<file path="config.mk">
export PLATFORM = sky130hd
export DESIGN_NAME = ws2812_sign_frame_encoder_unit
export DESIGN_NICKNAME = d
export VERILOG_FILES = /design/src/hdl/wsfe_pkg.sv /design/src/hdl/ws2812_sign_frame_encoder_unit.sv /design/src/hdl/wsfe_cfg_regs.sv /design/src/hdl/wsfe_symbol_core.sv
export SDC_FILE = /design/constraint.sdc
export NUM_CORES = 1
export LEC_CHECK = 0
export BUFFER_PORTS_ARGS = -buffer_cell sky130_fd_sc_hd__clkbuf_2
export CORE_MARGIN = 2
export CORE_UTILIZATION = 45
export DETAILED_ROUTE_END_ITERATION = 12
export GPL_TIMING_DRIVEN = 1
export SLEW_MARGIN = 20
export SYNTH_ARGS = -nofsm -noshare
export SYNTH_HDL_FRONTEND = slang
export SYNTH_SLANG_ARGS = --single-unit
</file>
<file path="constraint.sdc">
create_clock -name clk_i -period 4.6 [get_ports clk_i]
set_clock_uncertainty 0.2 [all_clocks]
set_input_delay 0.46 -clock clk_i [delete_from_list [all_inputs] [get_ports clk_i]]
set_output_delay 0.46 -clock clk_i [all_outputs]
set_load 0.005 [all_outputs]
</file>
<file path="src/hdl/wsfe_pkg.sv">
// Shared types, codes and constants of the WS2812 sign frame encoder.
package wsfe_pkg;

  localparam int unsigned MAX_PIXELS     = 1024;
  localparam int unsigned PIX_W          = $clog2(MAX_PIXELS);
  localparam int unsigned CNT_W          = PIX_W + 1;
  localparam int unsigned BITS_PER_PIXEL = 24;
  localparam int unsigned BIT_W          = 5;

  localparam logic [3:0] ONE_HIGH  = 4'd8;
  localparam logic [3:0] ONE_LOW   = 4'd4;
  localparam logic [3:0] ZERO_HIGH = 4'd4;
  localparam logic [3:0] ZERO_LOW  = 4'd8;

  localparam int unsigned PADDR_W = 5;

  // Register indexes, taken from paddr[4:2].
  localparam logic [2:0] REG_PIXEL_COUNT   = 3'd0;
  localparam logic [2:0] REG_SIGN_SIZE     = 3'd1;
  localparam logic [2:0] REG_LOCATOR_INDEX = 3'd2;
  localparam logic [2:0] REG_LOCATOR_COLOR = 3'd3;
  localparam logic [2:0] REG_WHITE_LEVEL   = 3'd4;
  localparam logic [2:0] REG_REFRESH_MS    = 3'd5;

  localparam logic [10:0] RST_PIXEL_COUNT   = 11'd10;
  localparam logic [7:0]  RST_SIGN_SIZE     = 8'd10;
  localparam logic [7:0]  RST_LOCATOR_INDEX = 8'd0;
  localparam logic [23:0] RST_LOCATOR_COLOR = 24'hFF0000;
  localparam logic [7:0]  RST_WHITE_LEVEL   = 8'd255;
  localparam logic [15:0] RST_REFRESH_MS    = 16'd250;

  typedef enum logic [2:0] {
    OP_MS_TICK     = 3'd0,
    OP_SET_NORMAL  = 3'd1,
    OP_SET_WHITE   = 3'd2,
    OP_BLACKOUT    = 3'd3,
    OP_WRITE_RGB   = 3'd4,
    OP_NEXT_SYMBOL = 3'd5
  } op_e;

  typedef struct packed {
    logic [10:0] pixel_count;
    logic [7:0]  sign_size;
    logic [7:0]  locator_index;
    logic [23:0] locator_color;
    logic [7:0]  white_level;
    logic [15:0] refresh_ms;
  } cfg_t;

  typedef struct packed {
    logic [3:0] high_ticks;
    logic [3:0] low_ticks;
    logic       last_symbol;
  } sym_t;

endpackage

</file>
<file path="src/hdl/ws2812_sign_frame_encoder_unit.sv">
// Top level of the WS2812 sign frame encoder: input register, core and result register.
// A request transfers into the input register, the core processes it from there and the
// symbol it yields is loaded into the result register, which offers it on the symbol stream.
// Throughput: one input transfer per cycle, held off while a stalled symbol waits to transfer.
// Reset (rst_ni, asynchronous, active low) empties both registers, clears the frame
// state and restores the configuration registers to their defaults.
module ws2812_sign_frame_encoder_unit import wsfe_pkg::*; (
  input  logic               clk_i,
  input  logic               rst_ni,
  // Request stream.
  input  logic               s_axis_tvalid,
  output logic               s_axis_tready,
  input  logic [23:0]        s_axis_tdata,  // red [7:0], green [15:8], blue [23:16]
  input  logic [2:0]         s_axis_tuser,  // operation [2:0]
  // Symbol stream.
  output logic               m_axis_tvalid,
  input  logic               m_axis_tready,
  output logic [7:0]         m_axis_tdata,  // high_ticks [3:0], low_ticks [7:4]
  output logic               m_axis_tlast,
  // Configuration port.
  input  logic               psel,
  input  logic               penable,
  input  logic               pwrite,
  input  logic [PADDR_W-1:0] paddr,
  input  logic [31:0]        pwdata,
  output logic [31:0]        prdata,
  output logic               pready
);

  cfg_t        cfg;
  logic        in_valid_q, in_valid_d;
  op_e         in_op_q;
  logic [23:0] in_rgb_q;
  logic        out_valid_q, out_valid_d;
  sym_t        out_sym_q;
  logic        fire;
  logic        in_accept;
  logic        sym_valid;
  sym_t        sym;

  wsfe_cfg_regs u_cfg (
    .clk_i   (clk_i),
    .rst_ni  (rst_ni),
    .psel    (psel),
    .penable (penable),
    .pwrite  (pwrite),
    .paddr   (paddr),
    .pwdata  (pwdata),
    .prdata  (prdata),
    .pready  (pready),
    .cfg_o   (cfg)
  );

  // The held request is processed once the result register is empty or
  // is being emptied by a transfer in the same cycle.
  assign fire          = in_valid_q && (!out_valid_q || m_axis_tready);
  assign s_axis_tready = !in_valid_q || fire;
  assign in_accept     = s_axis_tvalid && s_axis_tready;

  always_comb begin
    if (in_accept) begin
      in_valid_d = 1'b1;
    end else if (fire) begin
      in_valid_d = 1'b0;
    end else begin
      in_valid_d = in_valid_q;
    end
  end

  always_ff @(posedge clk_i or negedge rst_ni) begin
    if (!rst_ni) begin
      in_valid_q <= 1'b0;
    end else begin
      in_valid_q <= in_valid_d;
    end
  end

  // Request payload needs no reset; it is qualified by in_valid_q.
  always_ff @(posedge clk_i) begin
    if (in_accept) begin
      in_op_q  <= op_e'(s_axis_tuser);
      in_rgb_q <= s_axis_tdata;
    end
  end

  wsfe_symbol_core u_core (
    .clk_i       (clk_i),
    .rst_ni      (rst_ni),
    .fire_i      (fire),
    .op_i        (in_op_q),
    .red_i       (in_rgb_q[7:0]),
    .green_i     (in_rgb_q[15:8]),
    .blue_i      (in_rgb_q[23:16]),
    .cfg_i       (cfg),
    .sym_valid_o (sym_valid),
    .sym_o       (sym)
  );

  // Only a next-symbol request inside a frame loads the result register;
  // every other processed request just lets a pending result drain.
  always_comb begin
    if (fire) begin
      out_valid_d = sym_valid;
    end else if (m_axis_tready) begin
      out_valid_d = 1'b0;
    end else begin
      out_valid_d = out_valid_q;
    end
  end

  always_ff @(posedge clk_i or negedge rst_ni) begin
    if (!rst_ni) begin
      out_valid_q <= 1'b0;
    end else begin
      out_valid_q <= out_valid_d;
    end
  end

  always_ff @(posedge clk_i) begin
    if (fire && sym_valid) begin
      out_sym_q <= sym;
    end
  end

  assign m_axis_tvalid = out_valid_q;
  assign m_axis_tdata  = {out_sym_q.low_ticks, out_sym_q.high_ticks};
  assign m_axis_tlast  = out_sym_q.last_symbol;

endmodule

</file>
<file path="src/hdl/wsfe_cfg_regs.sv">
// APB register file holding the encoder configuration.
module wsfe_cfg_regs import wsfe_pkg::*; (
  input  logic               clk_i,
  input  logic               rst_ni,
  input  logic               psel,
  input  logic               penable,
  input  logic               pwrite,
  input  logic [PADDR_W-1:0] paddr,
  input  logic [31:0]        pwdata,
  output logic [31:0]        prdata,
  output logic               pready,
  output cfg_t               cfg_o
);

  cfg_t       cfg_q, cfg_d;
  logic [2:0] idx;
  logic       wr_en;

  assign pready = 1'b1;
  assign idx    = paddr[PADDR_W-1:2];
  assign wr_en  = psel & penable & pwrite & pready;

  always_comb begin
    cfg_d = cfg_q;
    if (wr_en) begin
      unique case (idx)
        REG_PIXEL_COUNT:   cfg_d.pixel_count   = pwdata[10:0];
        REG_SIGN_SIZE:     cfg_d.sign_size     = pwdata[7:0];
        REG_LOCATOR_INDEX: cfg_d.locator_index = pwdata[7:0];
        REG_LOCATOR_COLOR: cfg_d.locator_color = pwdata[23:0];
        REG_WHITE_LEVEL:   cfg_d.white_level   = pwdata[7:0];
        REG_REFRESH_MS:    cfg_d.refresh_ms    = pwdata[15:0];
        default: ;
      endcase
    end
  end

  always_comb begin
    unique case (idx)
      REG_PIXEL_COUNT:   prdata = {21'd0, cfg_q.pixel_count};
      REG_SIGN_SIZE:     prdata = {24'd0, cfg_q.sign_size};
      REG_LOCATOR_INDEX: prdata = {24'd0, cfg_q.locator_index};
      REG_LOCATOR_COLOR: prdata = {8'd0, cfg_q.locator_color};
      REG_WHITE_LEVEL:   prdata = {24'd0, cfg_q.white_level};
      REG_REFRESH_MS:    prdata = {16'd0, cfg_q.refresh_ms};
      default:           prdata = '0;
    endcase
  end

  always_ff @(posedge clk_i or negedge rst_ni) begin
    if (!rst_ni) begin
      cfg_q.pixel_count   <= RST_PIXEL_COUNT;
      cfg_q.sign_size     <= RST_SIGN_SIZE;
      cfg_q.locator_index <= RST_LOCATOR_INDEX;
      cfg_q.locator_color <= RST_LOCATOR_COLOR;
      cfg_q.white_level   <= RST_WHITE_LEVEL;
      cfg_q.refresh_ms    <= RST_REFRESH_MS;
    end else begin
      cfg_q <= cfg_d;
    end
  end

  assign cfg_o = cfg_q;

endmodule

</file>
<file path="src/hdl/wsfe_symbol_core.sv">
// Frame state and per-request symbol generation of the encoder.
module wsfe_symbol_core import wsfe_pkg::*; (
  input  logic        clk_i,
  input  logic        rst_ni,
  input  logic        fire_i,
  input  op_e         op_i,
  input  logic [7:0]  red_i,
  input  logic [7:0]  green_i,
  input  logic [7:0]  blue_i,
  input  cfg_t        cfg_i,
  output logic        sym_valid_o,
  output sym_t        sym_o
);

  logic                      white_q, white_d;
  logic [15:0]               ms_q, ms_d;
  logic                      frame_q, frame_d;
  logic                      pattern_q, pattern_d;
  logic [23:0]               color_q, color_d;
  logic [PIX_W-1:0]          pix_q, pix_d;
  logic [BIT_W-1:0]          bit_q, bit_d;
  logic [7:0]                pos_q, pos_d;

  logic                      start;
  logic                      start_pattern;
  logic [23:0]               start_color;
  logic [CNT_W-1:0]          eff_count;
  logic [7:0]                size;
  logic [23:0]               pix_color;
  logic [23:0]               white_color;
  logic                      bit_val;
  logic                      bit_end;
  logic                      last;
  logic [8:0]                pos_inc;
  logic [15:0]               ms_inc;

  always_comb begin
    if (cfg_i.pixel_count == '0) begin
      eff_count = CNT_W'(1);
    end else if (32'(cfg_i.pixel_count) > MAX_PIXELS) begin
      eff_count = CNT_W'(MAX_PIXELS);
    end else begin
      eff_count = CNT_W'(cfg_i.pixel_count);
    end
  end

  assign size        = (cfg_i.sign_size == '0) ? 8'd1 : cfg_i.sign_size;
  assign white_color = {cfg_i.white_level, cfg_i.white_level, cfg_i.white_level};
  assign pix_color   = pattern_q ? ((pos_q == cfg_i.locator_index) ?
                                    cfg_i.locator_color : 24'd0) : color_q;
  assign bit_val     = pix_color[BIT_W'(BITS_PER_PIXEL - 1) - bit_q];
  assign bit_end     = (bit_q == BIT_W'(BITS_PER_PIXEL - 1));
  assign last        = bit_end && ((CNT_W'(pix_q) + CNT_W'(1)) >= eff_count);
  assign pos_inc     = {1'b0, pos_q} + 9'd1;
  assign ms_inc      = (ms_q != '1) ? ms_q + 16'd1 : ms_q;

  always_comb begin
    white_d       = white_q;
    ms_d          = ms_q;
    frame_d       = frame_q;
    pattern_d     = pattern_q;
    color_d       = color_q;
    pix_d         = pix_q;
    bit_d         = bit_q;
    pos_d         = pos_q;
    start         = 1'b0;
    start_pattern = 1'b0;
    start_color   = '0;
    sym_valid_o   = 1'b0;
    sym_o.high_ticks  = bit_val ? ONE_HIGH : ZERO_HIGH;
    sym_o.low_ticks   = bit_val ? ONE_LOW : ZERO_LOW;
    sym_o.last_symbol = last;

    if (fire_i) begin
      unique case (op_i)
        OP_MS_TICK: begin
          if (white_q) begin
            ms_d = ms_inc;
            if (ms_inc >= cfg_i.refresh_ms) begin
              ms_d        = '0;
              start       = 1'b1;
              start_color = white_color;
            end
          end
        end
        OP_SET_NORMAL: begin
          white_d       = 1'b0;
          start         = 1'b1;
          start_pattern = 1'b1;
        end
        OP_SET_WHITE: begin
          white_d     = 1'b1;
          ms_d        = '0;
          start       = 1'b1;
          start_color = white_color;
        end
        OP_BLACKOUT: begin
          white_d = 1'b0;
          start   = 1'b1;
        end
        OP_WRITE_RGB: begin
          start       = 1'b1;
          start_color = {green_i, red_i, blue_i};
        end
        OP_NEXT_SYMBOL: begin
          if (frame_q) begin
            sym_valid_o = 1'b1;
            if (last) begin
              frame_d = 1'b0;
              pix_d   = '0;
              bit_d   = '0;
              pos_d   = '0;
            end else if (bit_end) begin
              bit_d = '0;
              pix_d = pix_q + PIX_W'(1);
              pos_d = (pos_inc >= {1'b0, size}) ? 8'd0 : pos_inc[7:0];
            end else begin
              bit_d = bit_q + BIT_W'(1);
            end
          end
        end
        default: ;
      endcase
    end

    if (start) begin
      frame_d   = 1'b1;
      pattern_d = start_pattern;
      color_d   = start_color;
      pix_d     = '0;
      bit_d     = '0;
      pos_d     = '0;
    end
  end

  always_ff @(posedge clk_i or negedge rst_ni) begin
    if (!rst_ni) begin
      white_q   <= 1'b0;
      ms_q      <= '0;
      frame_q   <= 1'b0;
      pattern_q <= 1'b0;
      color_q   <= '0;
      pix_q     <= '0;
      bit_q     <= '0;
      pos_q     <= '0;
    end else begin
      white_q   <= white_d;
      ms_q      <= ms_d;
      frame_q   <= frame_d;
      pattern_q <= pattern_d;
      color_q   <= color_d;
      pix_q     <= pix_d;
      bit_q     <= bit_d;
      pos_q     <= pos_d;
    end
  end

endmodule

</file>
Word level (Yosys, flattened, before mapping)
Index checks and enable logic that the tools add are counted.
- register bits after elaboration: 179
- bits of input ports: 71
- logic and storage cells: 137
- output and inout bits: 44
- bitwise logic cells: 2
- add/sub/neg operators: 6
- reduce and logical (&&, ||, !) cells: 33
- muxes and demuxes: 56
- magnitude comparators: 5
- eq/ne operators: 14
- operator list (kind ; count):
    $pmux 24 s6 ; 1
    $mux 24 ; 5
    $pmux 24 s3 ; 1
    $mux 8 ; 8
    $mux 10 ; 6
    $mux 16 ; 3
    $pmux 16 s2 ; 1
    $mux 5 ; 6
    $mux 11 ; 2
    $mux 1 ; 18
    $add 16x1->16 const B ; 1
    $ge 16x16->1 ; 1
    $ne 16x16->1 const B ; 1
    $reduce_and 2->1 ; 8
    $reduce_bool 2->1 ; 7
    $eq 3x2->1 const B ; 4
    $eq 3x3->1 const B ; 4
    $add 10x1->11 const B ; 1
    $ge 11x11->1 ; 1
    $gt 11x11->1 const B ; 1
    $logic_not 11->1 ; 1
    $add 10x1->10 const B ; 1
    $add 8x1->9 const B ; 1
    $ge 9x8->1 ; 1
    21 further kinds ; 32

Longest topological paths before layout
Gate-level depths: netlist of the first run.
- depth in word-level cells: 10
- gate-level depth with buffers: 16
- mapped depth without buffers: 13

Modules after synthesis
From an unflattened synthesis of the first run, not the netlist that was laid out.
- cells, all modules: 867
- area total of the unflattened synthesis: 10209.8 sq um
- by module, submodules not included (module ; area an instance (sq um) ; cells each ; sequential area each (sq um) ; times used):
    wsfe_symbol_core ; 5407.7 ; 556 ; 1651.6 ; 1
    wsfe_cfg_regs ; 3609.7 ; 265 ; 1909.3 ; 1
    ws2812_sign_frame_encoder_unit ; 1192.4 ; 46 ; 1131.1 ; 1

Worst setup path after synthesis of the first run
Ideal clock, no wire load.
- path kind: register -> register
- start point: reg u_core.ms_q[4]
- end point: reg u_core.color_q[21]
- period minus slack after synthesis: 3529 ps
- arrival time: 3201 ps
- cell stages (with the launch flop): 15
- required time: 4273 ps
- slack: 1071 ps
- setup time: 127 ps
- path buffers: 2
- cells stage by stage: dfrtp_1 nand4_2 nor4_4 nand2b_1 buf_2 and4_1 xor2_1 ha_1 a211oi_1 o21ai_0 a21oi_1 o21ai_2 o21a_4 buf_8 mux2_1
- cells in the longest elaborated chain, start to end: 7
- elaborated cells on any way between the ends: 12
- classes of those cells: add/sub (1); order compare (1); eq/ne (1); mux (9)
- ends and longest elaborated chain (what ; line ; text):
    start: declaration ; wsfe_symbol_core.sv:16 ; logic [15:0] ms_q, ms_d;
    start signal: assignment ; wsfe_symbol_core.sv:148 ; ms_q <= ms_d;
    $add 16x1->16 / $ne 16x16->1 (equally long branches) ; wsfe_symbol_core.sv:55 ; assign ms_inc = (ms_q != '1) ? ms_q + 16'd1 : ms_q;
    $mux 16 * ; wsfe_symbol_core.sv:55 ;
    $ge 16x16->1 * ; wsfe_symbol_core.sv:79 ; if (ms_inc >= cfg_i.refresh_ms) begin
    $mux 24 / $mux 1 (equally long branches) ; wsfe_symbol_core.sv:79 ;
    $mux 24 / $mux 1 (equally long branches) ; wsfe_symbol_core.sv:77 ; if (white_q) begin
    $pmux 24 s3 / $pmux 1 s2 (equally long branches) ; wsfe_symbol_core.sv:75 ; unique case (op_i)
    $mux 24 / $mux 1 (equally long branches) ; wsfe_symbol_core.sv:74 ; if (fire_i) begin
    end signal: assignment ; wsfe_symbol_core.sv:151 ; color_q <= color_d;
    end: declaration ; wsfe_symbol_core.sv:19 ; logic [23:0] color_q, color_d;
Every way passes the cells marked *; elsewhere a longest branch is shown, timed or not.
A chain may end at the register's enable or synchronous reset.

Final worst setup path of the first run
- start point: reg u_core.ms_q[0]
- end point: reg u_core.color_q[23]
The elaborated chain is that of the path after synthesis.

==> results of run 1 <==
metrics by stage:
stage          instance area, um^2  hold slack, ps
2_1_floorplan                 9920           -35.6
3_3_place_gp                 10400             262
3_5_place_dp                 10400             278
4_1_cts                      11300            6.00
5_1_grt                      11300            6.13
6_report                     11300            17.4
report_power, final:
| part | switching [mW] | leakage [nW] | total, mW | internal [mW] |
|---|---|---|---|---|
| clock | 0.693 | 0.298 | 1.52 | 0.831 |
| sequential | 0.234 | 2.07 | 2.04 | 1.80 |
| combinational | 0.407 | 2.74 | 0.816 | 0.409 |
| total | 1.33 | 5.10 | 4.38 | 3.04 |
sequential cells by signal, summed over array words and instances, names as in the netlist:
register	count
u_core.ms_q	16
u_cfg.cfg_o	75
u_core.pattern_q	1
u_core.pix_q	10
u_core.pos_q	8
in_op_q	3
u_core.bit_q	5
m_axis_tlast	1
in_rgb_q	24
in_valid_q	1
u_core.frame_q	1
u_core.color_q	24
m_axis_tvalid	1
u_core.white_q	1
m_axis_tdata	2
kinds of logic after synthesis:
family	count (synthesis)	synth area share
buf+inv	105	0.0542
compound gates	185	0.124
simple gates	267	0.139
xor+xnor	34	0.0302
fa+ha+maj	40	0.0507
flops	173	0.457
other cells	2	0.000761
mux	105	0.144
cells in the mapped netlist, types with 3 or more instances:
| cell type | n |
|---|---|
| sky130_fd_sc_hd__a211oi_1 | 3 |
| sky130_fd_sc_hd__a21o_1 | 4 |
| sky130_fd_sc_hd__a21oi_1 | 37 |
| sky130_fd_sc_hd__a22o_1 | 36 |
| sky130_fd_sc_hd__a22oi_1 | 12 |
| sky130_fd_sc_hd__a31oi_1 | 18 |
| sky130_fd_sc_hd__and2_1 | 4 |
| sky130_fd_sc_hd__and3_1 | 13 |
| sky130_fd_sc_hd__buf_1 | 6 |
| sky130_fd_sc_hd__buf_2 | 9 |
| sky130_fd_sc_hd__buf_4 | 17 |
| sky130_fd_sc_hd__buf_6 | 3 |
| sky130_fd_sc_hd__clkbuf_1 | 32 |
| sky130_fd_sc_hd__dfrtp_1 | 117 |
| sky130_fd_sc_hd__dfstp_2 | 26 |
| sky130_fd_sc_hd__edfxtp_1 | 30 |
| sky130_fd_sc_hd__ha_1 | 40 |
| sky130_fd_sc_hd__inv_1 | 34 |
| sky130_fd_sc_hd__mux2_1 | 4 |
| sky130_fd_sc_hd__mux2_2 | 56 |
| sky130_fd_sc_hd__mux2_4 | 20 |
| sky130_fd_sc_hd__mux2i_1 | 9 |
| sky130_fd_sc_hd__mux4_2 | 16 |
| sky130_fd_sc_hd__nand2_1 | 88 |
| sky130_fd_sc_hd__nand2b_1 | 9 |
| sky130_fd_sc_hd__nand3_1 | 34 |
| sky130_fd_sc_hd__nand4_1 | 19 |
| sky130_fd_sc_hd__nor2_1 | 39 |
| sky130_fd_sc_hd__nor2b_1 | 10 |
| sky130_fd_sc_hd__nor3_1 | 16 |
| sky130_fd_sc_hd__nor3b_1 | 8 |
| sky130_fd_sc_hd__nor4_1 | 7 |
| sky130_fd_sc_hd__o211ai_1 | 3 |
| sky130_fd_sc_hd__o21a_1 | 4 |
| sky130_fd_sc_hd__o21ai_0 | 50 |
| sky130_fd_sc_hd__o22ai_1 | 5 |
| sky130_fd_sc_hd__or2_2 | 4 |
| sky130_fd_sc_hd__xnor2_1 | 24 |
| sky130_fd_sc_hd__xor2_1 | 10 |
cells in the final DEF (no fill, tap or decap), types with 7 or more instances in the layout:
cell,count
sky130_fd_sc_hd__nand2b_1,9
sky130_fd_sc_hd__ha_1,40
sky130_fd_sc_hd__xnor2_1,24
sky130_fd_sc_hd__dfrtp_1,117
sky130_fd_sc_hd__buf_4,12
sky130_fd_sc_hd__nor3_1,16
sky130_fd_sc_hd__dfstp_2,26
sky130_fd_sc_hd__o21ai_0,50
sky130_fd_sc_hd__xor2_1,10
sky130_fd_sc_hd__inv_1,34
sky130_fd_sc_hd__nor4_1,7
sky130_fd_sc_hd__clkbuf_16,17
sky130_fd_sc_hd__mux2_4,20
sky130_fd_sc_hd__nand3_1,34
sky130_fd_sc_hd__mux4_2,16
sky130_fd_sc_hd__a22oi_1,11
sky130_fd_sc_hd__and3_1,13
sky130_fd_sc_hd__a31oi_1,18
sky130_fd_sc_hd__mux2_2,56
sky130_fd_sc_hd__conb_1,13
sky130_fd_sc_hd__clkbuf_2,90
sky130_fd_sc_hd__nor2b_1,10
sky130_fd_sc_hd__mux2i_1,9
sky130_fd_sc_hd__a22o_1,36
sky130_fd_sc_hd__nand4_1,19
sky130_fd_sc_hd__dlygate4sd3_1,27
sky130_fd_sc_hd__nand2_1,88
sky130_fd_sc_hd__a21oi_1,37
sky130_fd_sc_hd__nor2_1,37
sky130_fd_sc_hd__edfxtp_1,30
sky130_fd_sc_hd__nor3b_1,8
metal layers:
layer / up-vias / track usage
met3: 27 / 0.0370
li1: 3485 / -
met1: 3492 / 0.300
met4: 0 / 0.0628
met2: 151 / 0.349
met5: - / 0
cell type report:
cell class	instances	area [um^2]
repair buffers	131	837
inverters	35	131
well taps	280	350
clock buffers	17	425
clock inverters	15	199
multi-input cells	644	4880
fillers	1938	10400
flip-flops and latches	173	4510
timing repair:
item / in CTS / in global routing
endpoints found under the hold margin: 94 / 0
endpoints found under the setup margin: 0 / 0
hold buffers: 27 / 0
final timing paths:
check | endpoint | slack, ps | depth (start not counted)
max in group asynchronous | u_cfg.cfg_o[44]$_DFFE_PN1P_ | 2740 | 3
min in group asynchronous | u_core.pos_q[6]$_DFFE_PN0P_ | 420 | 2
worst max-delay path | u_core.color_q[23]$_DFFE_PN0N_ | 340 | 12
worst min-delay path | in_rgb_q[10]$_DFFE_PP_ | 20 | 1
worst max register to register | u_core.color_q[23]$_DFFE_PN0N_ | 340 | 12
worst min register to register | u_core.color_q[21]$_DFFE_PN0N_ | 290 | 1
==> out/metrics.cfg, run 1 <==
[place]
dpl.hpwl_um = 17400
port_buffers = 91
numPlacedInstances = 1236
finalWeightedCongestion = 0.860
place_worst_setup_slack_ps = 323

[finish]
nNetsFinal = 1113
final_cell_count_no_fill = 1295
final_layout_size_suffix_gt1_frac = 0.269
n_antenna_cell = 0
area_growth_syn_to_layout_pct = 14.8
final_core_utilization = 0.523

[floorplanning]
die_width_um = 152
die_y_um = 152
initial_core_util = 0.455
placement_rows = 54
dieArea_mm2 = 0.0231
pin_count = 115
core_area_mm2 = 0.0217

[sta]
worst_slack_ps = 341
rsz0062_at_grt = no
finalMaxSlewViolations = 0
achievable-frequency_mhz = 235
slew_headroom = 0.319
report.final.setup_viol = 0
period_share = 0.926
timing.final.hold_violations = 0
finalSetupTns_ps = 0
shortest_clock_period_the_worst_path_allows_after_layout_ps = 4260
actual_transition_at_the_worst_max_transition_pin_ps = 1020

[power]
power_per_cell_area_mw_per_mm2 = 386
p_leak_nw = 5.10
vdd_drop_max_v = 0.000227
total_power_mw = 4.38

[critical_path]
critical_path.n_buffers_inverters = 0
critPathMaxStageDelay_ps = 640
cpLargestDelayFamily = simple AND/OR/NAND/NOR gates
worstPathCellList = ha_1 -> nand3_1 -> nor3_1 -> and3_1 -> nand4_1 -> a21boi_0 -> ha_1 -> nand4_1 -> or4_4 -> o21ai_2 -> o21a_4 -> mux2_1
worst_setup_path_start_kind = flip-flop
critPathRequiredTime_ps = 4710
timing.rr.start = u_core.ms_q[0]$_DFFE_PN0P_
worst-path-max-fanout = 49
setup.worst_path.end_class = flip-flop
critical_path.slowest_cell = sky130_fd_sc_hd__o21a_4
crit_path_start = u_core.ms_q[0]$_DFFE_PN0P_
setup.worst_path.class = flip-flop to flip-flop
worst_ep_arrival_time_ps = 4370

[detailed_routing]
detailroute.via_count = 7155
highest_routed_layer = met4
met2RoutedLength_um = 12100
drt.antenna.violating_nets = 0
drc = 0
first_pass_iteration_count_of_the_detailed_router = 5
totalWireLength_um = 24700
routed-wl-met3_um = 909
drt-initial-drc-count = 376
met1Wirelength_um = 11300
vias_per_cell = 5.53
post_drt_wl_per_cell_um = 19.0

[clocking]
ctsLongestPathBuffers = 2
clkSlewWorstSetupHoldPaths_ps = 70
cts_num_sinks = 173
cts.repair.resized = 0
h_tree_level_count = 4
clockRootBuffer = sky130_fd_sc_hd__clkbuf_16
tritoncts_clock_tree = done
cts_setup_buffers = 0
worst_skew_pair.late_latency_ps = 440
numCtsBuffers = 17

[yosys]
dominantRegCellSynth = sky130_fd_sc_hd__dfrtp_1
async_flop_share = 0.827
ys_warn_count = 0
mappedNetlistArea_mm2 = 0.00987
synthTopCellsByArea = sky130_fd_sc_hd__dfrtp_1 (30%), sky130_fd_sc_hd__edfxtp_1 (9.1%), sky130_fd_sc_hd__dfstp_2 (6.9%), sky130_fd_sc_hd__mux2_2 (6.4%), sky130_fd_sc_hd__ha_1 (5.1%)
synth.ff_latch_count = 173
synth_area_leader_cell = sky130_fd_sc_hd__dfrtp_1
share_of_yosys_cell_area_claimed_by_the_top_area_cell_type = 0.297
yosysUniqueCellTypes = 67
synth_edf_count = 30
netlist_instances = 911
yosysSeqAreaShare = 0.457
synth_area_per_cell_um2 = 10.8

[run_status]
status = finished, final reports clean

[run]
cap_viol_max_count = 0

[grt]
grt_start_max_net_pins = 84
grt_overflow = 0
antenna_found_initial = 0
gr-usage-all-layers = 0.216
global_route_wire_length_before_repair_um = 39200
number_of_global_route_vias_before_repair = 7060

[min_path]
timing.hold.worst.class = input pin to flip-flop
min_from = s_axis_tdata[10]

No activity file was read; power rests on OpenSTA's default activity.
==> inputs of run 2 (changes only) <==
--- a/config.mk
+++ b/config.mk
@@ -10,6 +10,7 @@
 export CORE_UTILIZATION = 45
 export DETAILED_ROUTE_END_ITERATION = 12
 export GPL_TIMING_DRIVEN = 1
+export PLACE_DENSITY_LB_ADDON = 0.12
 export SLEW_MARGIN = 20
 export SYNTH_ARGS = -nofsm -noshare
 export SYNTH_HDL_FRONTEND = slang
==> out/metrics.cfg, run 2 (synthesis results as in run 1) <==
[critical_path]
setup.worst_path.end_class = flip-flop
setup.worst_path.class = flip-flop to flip-flop
worst_setup_path_start_kind = flip-flop
worst_ep_arrival_time_ps = 4360  ; about the same
critPathRequiredTime_ps = 4710  ; about the same
worst-path-max-fanout = 25  ; -49%

[clocking]
ctsLongestPathBuffers = 2  ; unchanged
worst_skew_pair.late_latency_ps = 430  ; about the same
h_tree_level_count = 4  ; unchanged
numCtsBuffers = 17  ; unchanged
cts_num_sinks = 173  ; unchanged
tritoncts_clock_tree = done
clockRootBuffer = sky130_fd_sc_hd__clkbuf_16
clkSlewWorstSetupHoldPaths_ps = 70  ; about the same

[grt]
global_route_wire_length_before_repair_um = 39100  ; -0.26%
number_of_global_route_vias_before_repair = 6970  ; -1.3%
gr-usage-all-layers = 0.214  ; -0.00122
antenna_found_initial = 1  ; +1
grt_start_max_net_pins = 86  ; +2.4%
grt_overflow = 0  ; unchanged

[finish]
largest_reg_flops = 75  ; unchanged
layout.cells.most_common = sky130_fd_sc_hd__dfrtp_1
n_antenna_cell = 0  ; unchanged
nNetsFinal = 1108  ; -0.45%
final_layout_size_suffix_gt1_frac = 0.269  ; +0.000341
layout.cells.most_common_list = sky130_fd_sc_hd__dfrtp_1 (117), sky130_fd_sc_hd__clkbuf_2 (90), sky130_fd_sc_hd__nand2_1 (88)
area_growth_syn_to_layout_pct = 13.6
final_area_mm2 = 0.0112  ; -1.0%

[run]
cap_viol_max_count = 0  ; unchanged

[detailed_routing]
drt-initial-drc-count = 386  ; +2.7%
totalWireLength_um = 24800  ; +0.51%
post_drt_wl_per_cell_um = 19.2  ; +0.90%
drt.antenna.violating_nets = 0  ; unchanged
vias_per_cell = 5.51  ; -0.24%
detailroute.via_count = 7110  ; -0.63%
first_pass_iteration_count_of_the_detailed_router = 4  ; -1
drc = 0  ; unchanged

[sta]
actual_transition_at_the_worst_max_transition_pin_ps = 1000  ; -16.9 ps
shortest_clock_period_the_worst_path_allows_after_layout_ps = 4250  ; -4.90 ps
report.final.setup_viol = 0  ; unchanged
slew_headroom = 0.331  ; +0.0127
worst_slack_ps = 346  ; +4.90 ps
period_share = 0.925  ; -0.00107
achievable-frequency_mhz = 235  ; +0.12%
rsz0062_at_grt = no
fin_hold_ws_ps = 19.8  ; +2.40 ps
finalMaxSlewViolations = 0  ; unchanged
finalSetupTns_ps = 0  ; unchanged
timing.final.hold_violations = 0  ; unchanged

[floorplanning]
placement_rows = 54  ; unchanged
die_y_um = 152  ; unchanged
initial_core_util = 0.455  ; unchanged
pin_count = 115  ; unchanged
dieArea_mm2 = 0.0231  ; unchanged
die_width_um = 152  ; unchanged
core_area_mm2 = 0.0217  ; unchanged

[min_path]
timing.hold.worst.class = input pin to flip-flop

[power]
vdd_drop_max_v = 0.000231  ; +2.1%
total_power_mw = 4.23  ; -3.4%
p_leak_nw = 5.05  ; -1.1%
power_per_cell_area_mw_per_mm2 = 377  ; -2.4%

[place]
finalWeightedCongestion = 0.818  ; -4.9%
place_worst_setup_slack_ps = 303  ; -20.5 ps
port_buffers = 91  ; unchanged
dpl.hpwl_um = 17200  ; -0.87%
detailed_place.area_mm2 = 0.0104  ; -0.25%

[run_status]
status = finished, final reports clean

==> run 2: final timing paths <==
kind | start | endpoint | slack (ps) | cells after the start
max | u_core.ms_q[0]$_DFFE_PN0P_ | u_core.color_q[22]$_DFFE_PN0N_ | 350 | 12
min | s_axis_tdata[10] | in_rgb_q[10]$_DFFE_PP_ | 20 | 1
max reg2reg | u_core.ms_q[0]$_DFFE_PN0P_ | u_core.color_q[22]$_DFFE_PN0N_ | 350 | 12
min reg2reg | u_core.color_q[22]$_DFFE_PN0N_ | u_core.color_q[22]$_DFFE_PN0N_ | 280 | 1
max in group asynchronous | rst_ni | u_cfg.cfg_o[19]$_DFFE_PN1P_ | 2770 | 3
min in group asynchronous | rst_ni | u_cfg.cfg_o[61]$_DFFE_PN0P_ | 470 | 2
==> run 2: layout make-up <==
cell class | count | area (um^2)
Fill cell | 1981 | 10500
Multi-Input combinational cell | 645 | 4890
Inverter | 35 | 131
Clock inverter | 14 | 129
Sequential cell | 173 | 4510
Clock buffer | 18 | 429
Timing Repair Buffer | 125 | 777
Tap cell | 280 | 350
==> run 2: per-stage QoR <==
step,cells,util
2_1_floorplan,922,-
3_3_place_gp,1233,0.480
3_5_place_dp,1233,0.480
4_1_cts,1288,0.516
5_1_grt,1290,0.517
6_report,1290,0.517
==> run 2: worst max-delay path: stages, from the launching register on <==
cell                       delay (ps)
sky130_fd_sc_hd__dfrtp_1          440
sky130_fd_sc_hd__ha_1             260
sky130_fd_sc_hd__nand3_1          180
sky130_fd_sc_hd__nor3_1           340
sky130_fd_sc_hd__and3_1           300
sky130_fd_sc_hd__nand4_1          140
sky130_fd_sc_hd__a21boi_0         160
sky130_fd_sc_hd__ha_1             320
sky130_fd_sc_hd__nand4_1          140
sky130_fd_sc_hd__or4_4            480
sky130_fd_sc_hd__o21ai_2          280
sky130_fd_sc_hd__o21a_4           500
sky130_fd_sc_hd__mux2_1           370
==> run 2: where the power goes <==
group / leakage [nW] / internal (mW) / switching, mW / total [mW]
clock network: 0.268 / 0.712 / 0.665 / 1.38
logic: 2.71 / 0.405 / 0.403 / 0.808
registers: 2.07 / 1.80 / 0.239 / 2.04
==> run 2: routing by layer <==
metal,track usage,share of wire
met4,0.0454,0.011
met3,0.0358,0.031
met2,0.348,0.48
met1,0.305,0.48
met5,0,0.00048
==> run 2: timing repair <==
action | 4_1_cts | 5_1_grt
setup endpoints to repair | 0 | 2
hold endpoints to repair | 89 | 1
setup buffers | 0 | 0
hold buffers | 23 | 1
gates resized for setup | 0 | 0
